==> config.mk <==
export PLATFORM = sky130hd
export DESIGN_NAME = spi_back_flat
export DESIGN_NICKNAME = d
export VERILOG_FILES = /design/src/hw/rtl/spi_pkg.sv /design/src/hw/rtl/spi_if.sv /design/src/hw/rtl/spi_back.sv /design/src/flat_wrapper.sv
export SDC_FILE = /design/constraint.sdc
export NUM_CORES = 1
export LEC_CHECK = 0
export ABC_AREA = 0
export BUFFER_PORTS_ARGS = -buffer_cell sky130_fd_sc_hd__buf_2
export CORE_AREA = 2 2 282 284
export CTS_BUF_LIST = sky130_fd_sc_hd__clkbuf_2
export CTS_CLUSTER_DIAMETER = 200
export DETAILED_ROUTE_END_ITERATION = 8
export DIE_AREA = 0 0 284 286
export SYNTH_ARGS = -nofsm -noshare
export SYNTH_HDL_FRONTEND = slang
export SYNTH_SLANG_ARGS = --single-unit
==> constraint.sdc <==
create_clock -name i_clk -period 11.8 [get_ports i_clk]
set_input_delay 0.59 -clock i_clk [delete_from_list [all_inputs] [get_ports i_clk]]
set_output_delay 0.59 -clock i_clk [all_outputs]
set_load 0.005 [all_outputs]
==> src/hw/rtl/spi_pkg.sv <==
// ----------------------------------------------------------------------------
// spi_pkg
// Shared types and constants for the segment / plane intersection pipeline.
// ----------------------------------------------------------------------------
`default_nettype none

package spi_pkg;

    localparam int FRAC_BITS = 16;
    localparam int COORD_W   = 32;
    localparam int DIFF_W    = COORD_W + 1;
    // numerator and denominator of t, exact, in units of 2^-2F
    localparam int MAG_W     = 68;
    localparam int STEP_W    = MAG_W + 2;
    localparam int CFG_IDX_W = 2;
    localparam int DIV_STEPS = COORD_W;

    localparam logic [COORD_W-1:0] MISS_VALUE = {1'b0, {(COORD_W-1){1'b1}}};

    typedef enum logic [CFG_IDX_W-1:0] {
        CFG_NORMAL_X     = 2'd0,
        CFG_NORMAL_Y     = 2'd1,
        CFG_NORMAL_Z     = 2'd2,
        CFG_PLANE_OFFSET = 2'd3
    } t_cfg_idx;

    typedef struct packed {
        logic                          hit;
        logic [2:0][COORD_W-1:0]       s;
        logic [2:0]                    rneg;
        logic [2:0][COORD_W-1:0]       rm;
        logic [MAG_W-1:0]              an;
        logic [MAG_W-1:0]              ad;
        logic [2:0][COORD_W-1:0]       q;
        logic [2:0][MAG_W-1:0]         rem;
    } t_div_item;

endpackage

`default_nettype wire

==> src/hw/rtl/spi_if.sv <==
// ----------------------------------------------------------------------------
// spi_if
// Valid/ready channels of the segment / plane intersection block.
// ----------------------------------------------------------------------------
`default_nettype none


interface spi_res_if;
    logic                                valid;
    logic                                ready;
    logic                                hit;
    logic signed [spi_pkg::COORD_W-1:0]  cross_x;
    logic signed [spi_pkg::COORD_W-1:0]  cross_y;
    logic signed [spi_pkg::COORD_W-1:0]  cross_z;

    modport source (output valid, hit, cross_x, cross_y, cross_z, input ready);
    modport sink   (input valid, hit, cross_x, cross_y, cross_z, output ready);
endinterface


`default_nettype wire

==> src/hw/rtl/spi_back.sv <==
// ----------------------------------------------------------------------------
// spi_back
// Signs the quotients, adds the start point and drives the result register.
// ----------------------------------------------------------------------------
`default_nettype none

module spi_back (
    input  wire logic               i_clk,
    input  wire logic               i_rst_n,
    input  spi_pkg::t_div_item      i_item,
    input  wire logic               i_valid,
    output logic                    o_ready,
    spi_res_if.source               o_res
);

    localparam int CW = spi_pkg::COORD_W;

    logic          r_valid;
    logic          r_hit;
    logic [CW-1:0] r_cross [3];
    logic [CW-1:0] n_cross [3];
    logic [CW-1:0] offs [3];

    assign o_ready = !r_valid || o_res.ready;

    always_comb begin
        for (int c = 0; c < 3; c++) begin
            offs[c]    = i_item.rneg[c] ? -i_item.q[c] : i_item.q[c];
            n_cross[c] = i_item.hit ? i_item.s[c] + offs[c] : spi_pkg::MISS_VALUE;
        end
    end

    always_ff @(posedge i_clk) begin
        if (!i_rst_n) begin
            r_valid <= 1'b0;
        end else if (o_ready) begin
            r_valid <= i_valid;
        end
    end

    always_ff @(posedge i_clk) begin
        if (o_ready) begin
            r_hit   <= i_item.hit;
            r_cross <= n_cross;
        end
    end

    assign o_res.valid   = r_valid;
    assign o_res.hit     = r_hit;
    assign o_res.cross_x = r_cross[0];
    assign o_res.cross_y = r_cross[1];
    assign o_res.cross_z = r_cross[2];

`ifndef SYNTHESIS
    ap_miss_value: assert property (@(posedge i_clk) disable iff (!i_rst_n)
        r_valid && !r_hit |-> (r_cross[0] == spi_pkg::MISS_VALUE)
            && (r_cross[1] == spi_pkg::MISS_VALUE) && (r_cross[2] == spi_pkg::MISS_VALUE))
        else $error("miss without saturated coordinates");
`endif

endmodule

`default_nettype wire

==> src/flat_wrapper.sv <==
// flat-port wrapper written by rule: the top's interface ports become plain ports
module spi_back_flat 
  (i_clk, i_rst_n, i_item, i_valid, o_ready, o_res_valid, o_res_hit, o_res_cross_x, o_res_cross_y, o_res_cross_z, o_res_ready);
  spi_res_if o_res_i ();
  input  wire logic i_clk;
  input  wire logic i_rst_n;
  input  spi_pkg::t_div_item i_item;
  input  wire logic i_valid;
  output logic o_ready;
  output wire logic [$bits(o_res_i.valid)-1:0] o_res_valid;
  output wire logic [$bits(o_res_i.hit)-1:0] o_res_hit;
  output wire logic [$bits(o_res_i.cross_x)-1:0] o_res_cross_x;
  output wire logic [$bits(o_res_i.cross_y)-1:0] o_res_cross_y;
  output wire logic [$bits(o_res_i.cross_z)-1:0] o_res_cross_z;
  input wire logic [$bits(o_res_i.ready)-1:0] o_res_ready;
  assign o_res_valid = o_res_i.valid;
  assign o_res_hit = o_res_i.hit;
  assign o_res_cross_x = o_res_i.cross_x;
  assign o_res_cross_y = o_res_i.cross_y;
  assign o_res_cross_z = o_res_i.cross_z;
  assign o_res_i.ready = o_res_ready;
  spi_back u_core (.i_clk(i_clk), .i_rst_n(i_rst_n), .i_item(i_item), .i_valid(i_valid), .o_ready(o_ready), .o_res(o_res_i));
endmodule
==> flow_summary.json <==
{
  "status": "finished clean",
  "synthCells": 1190,
  "postCtsSetupBuffers": 0,
  "synth_edf_count": 97,
  "io_buffer_count": 298,
  "synth_area_sq_mm": 0.01033,
  "swShare": 0.4273,
  "grt-ovfl-total": 0,
  "critPathCaptureType": "register",
  "pwr-share-clk": 0.137,
  "postRouteAntennaNets": 0,
  "wl_met3_mm": 3.817,
  "routedWlPerCell_microns": 16.40,
  "grt_first_pass_wirelength_mm": 61.07,
  "gp_congestion": 0.9001,
  "numCtsBuffers": 9,
  "fin_setup_tns_ns": 0,
  "rsz0062_at_grt": "false",
  "tritoncts": "done",
  "cts_root_buffer": "clkbuf_2",
  "cp_max_fo": 5,
  "ios": 735,
  "synth-seq-cells": 98,
  "p_comb_frac": 0.510,
  "start_kind": "input pin",
  "rows": 103,
  "maxCapViolations": 0,
  "setup_violations": 0,
  "clk_path_buf_depth": 2,
  "ir_drop_mv": 0.05682,
  "synth_cell_type_count": 61,
  "die_area_sq_mm": 0.08122,
  "synth.mux.area_fraction": 0.009811,
  "max_slew_margin": 0.3759,
  "worst_skew_pair.late_latency_ns": 0.76,
  "fmax_ghz": 0.1921,
  "timing.reg2reg.setup_slack_ns": 9.73,
  "crit_chain": "buf_2 > or3_1 > or3_1 > or3_1 > nor2_1 > inv_1 > o31a_1 > xor2_1 > ha_1 > nand2_1 > nor3_1 > or3b_2 > o2111ai_1 > nand2_1 > o21ai_0 > nand2_1 > a221oi_1",
  "track_usage": 0.1010,
  "drt_wl_total_mm": 41.52,
  "drive_above_1_share": 0.2312,
  "p_int_mw": 0.7702,
  "synth.avg_cell_area_sq_um": 8.681,
  "htreeDepth": 3,
  "dieWidth_microns": 284,
  "period_minus_slack_ns": 5.205,
  "via_per_inst": 3.972,
  "worstPathArrival_ns": 5.71,
  "cp_slowest_cell": "a221oi_1",
  "drt_first_pass_iters": 5,
  "power.switching_mw": 0.5747,
  "clock_sinks": 98,
  "via_count": 10054,
  "hold_viol_final": 0,
  "route.detailed.drc": 0,
  "yosysWarnings": 0,
  "dp.final_hpwl_mm": 34.59,
  "cpPeakStageDelay_ns": 0.66,
  "finalMaxSlewViolations": 0,
  "synth-main-ff-cell": "edfxtp_1",
  "syn_nets": 1942,
  "die_h_microns": 286,
  "syn_to_final_growth_pct": 27.57,
  "ys_seq_area_frac": 0.2839,
  "final_util": 0.1682,
  "synth_compound_area_frac": 0.2260,
  "synth-xor-area-share": 0.1374,
  "preCtsSetupSlack_ns": 5.857,
  "p_seq_frac": 0.353,
  "clk_pin_slew_worst_paths_ns": 0.35,
  "worstPathRequired_ns": 12.30,
  "start_util": 0.1318,
  "placed_area_sq_mm": 0.01303,
  "top_layer": "met5",
  "grt_pass1_vias": 9783,
  "period_share": 0.4411,
  "synth_top_family_by_area": "compound AO/OA/AOI/OAI gates",
  "yosys.area_share.adder": 0.1427,
  "crit_type": "input pin to register",
  "p_per_area_mw_per_mm2": 102.1,
  "worst_pin_slew_ns": 0.9283,
  "antenna_found_initial": 14,
  "design.core.area_sq_mm": 0.07836,
  "hp-class": "input pin to register",
  "p_leak_nw": 5.135,
  "nets": 2222,
  "finClkSkew_ns": 0.03026,
  "final_area_sq_mm": 0.01318,
  "instances_no_fill": 2531,
  "fin_ws_ns": 6.595,
  "synth_simple_gate_area_frac": 0.1744,
  "met1_length_mm": 18.49,
  "initialDrtViolationCount": 603,
  "synthArstFlopShare": 0,
  "grt_max_degree": 57,
  "dpl.cell_count": 2506,
  "met2_length_mm": 17.42
}
-- state kept, by name, indices dropped and copies added, names as in the netlist --
register              count
u_core.o_res.cross_y     32
u_core.o_res.hit          1
u_core.o_res.cross_x     32
u_core.o_res.cross_z     32
u_core.o_res.valid        1
-- synthesized netlist by cell type, types with 15 or more instances --
library cell / instances / area, sq um
a211oi_1: 17 / 127.6
a21o_1: 46 / 345.3
a21oi_1: 89 / 445.4
clkbuf_1: 29 / 108.9
edfxtp_1: 97 / 2913
ha_1: 113 / 1414
inv_1: 36 / 135.1
nand2_1: 159 / 596.8
nand2b_1: 33 / 206.5
nand3_1: 25 / 125.1
nand4_1: 23 / 143.9
nor2_1: 59 / 221.5
nor3_1: 15 / 75.07
o21ai_0: 88 / 440.4
o31ai_1: 27 / 202.7
o41ai_1: 16 / 140.1
or3_1: 17 / 106.4
xnor2_1: 127 / 1112
xor2_1: 35 / 306.5
-- through the flow --
| step | hold slack [ns] | total power [mW] |
|---|---|---|
| after floorplan | 0.6889 | 0.9041 |
| after global placement | 0.8390 | 1.171 |
| after detailed placement | 0.8494 | 1.169 |
| after CTS | 0.03647 | 1.379 |
| after global routing | 0.08474 | 1.464 |
| final | 0.2259 | 1.345 |
-- worst max-delay path: cells and delay by family --
family          cells  cell delay [ns]
simple gates        9             2.83
compound gates      4             1.55
xor+xnor            1             0.17
buf+inv             2             0.25
fa+ha+maj           1             0.34
-- placed cells by master (no fill, tap or decap), drive strengths merged, types with 19 or more instances in the layout --
| cell | netlist | final |
|---|---|---|
| nand3 | 25 | 25 |
| inv | 36 | 40 |
| xnor2 | 127 | 127 |
| xor2 | 35 | 35 |
| nor2 | 59 | 59 |
| buf | 5 | 300 |
| o21ai | 88 | 88 |
| o31ai | 30 | 30 |
| nand2 | 159 | 159 |
| nand2b | 34 | 34 |
| a21oi | 89 | 89 |
| a21o | 46 | 46 |
| nand4 | 23 | 23 |
| edfxtp | 97 | 97 |
| or3 | 19 | 19 |
| ha | 113 | 113 |
-- worst paths after layout --
kind,end,from,cells after the start
worst max-delay path,u_core.o_res.cross_y[29],i_item[240],17
worst min register to register,u_core.o_res.cross_z[27],u_core.o_res.valid,1
worst max register to register,u_core.o_res.cross_y[24],u_core.o_res.valid,2
worst min-delay path,u_core.o_res.cross_z[0],i_item[599],3
-- cell type report --
cell class                 instances  area (sq um)
inverter                          36         135.1
antenna                            6         15.01
timing repair buffer             303          1539
multi-input combinational       1022          7138
clock buffer                       9         45.04
fill                            8991         65180
sequential                        98          2933
clock inverter                     7         58.81
tap                             1050          1314
-- routing by layer --
metal  global-route usage  vias to the layer above
li1                     -                     4999
met1               0.1288                     4654
met2               0.1509                      343
met3              0.03852                       50
met4              0.04447                        8
met5                    0                        -
-- what timing repair did --
item / in CTS / in global routing
resized for setup: 0 / 0
endpoints found under the hold margin: 2 / 0
hold buffers: 3 / 0
-- power by group through the flow --
stage          Sequential, mW  Combinational [mW]  Clock, mW
6_report                0.475               0.686      0.184
5_1_grt                 0.482               0.767      0.216
4_1_cts                 0.477               0.693      0.210
3_5_place_dp            0.483               0.686          0
3_3_place_gp            0.483               0.688          0
2_1_floorplan           0.490               0.414          0
-- cell families after synthesis --
group	Yosys count
AO/OA/AOI/OAI	360
adder cells (fa/ha/maj)	116
flip-flops	98
buffers and inverters	70
AND/OR/NAND/NOR	375
multiplexers	9
XOR/XNOR	162
Power figures use the tool's default switching activity.
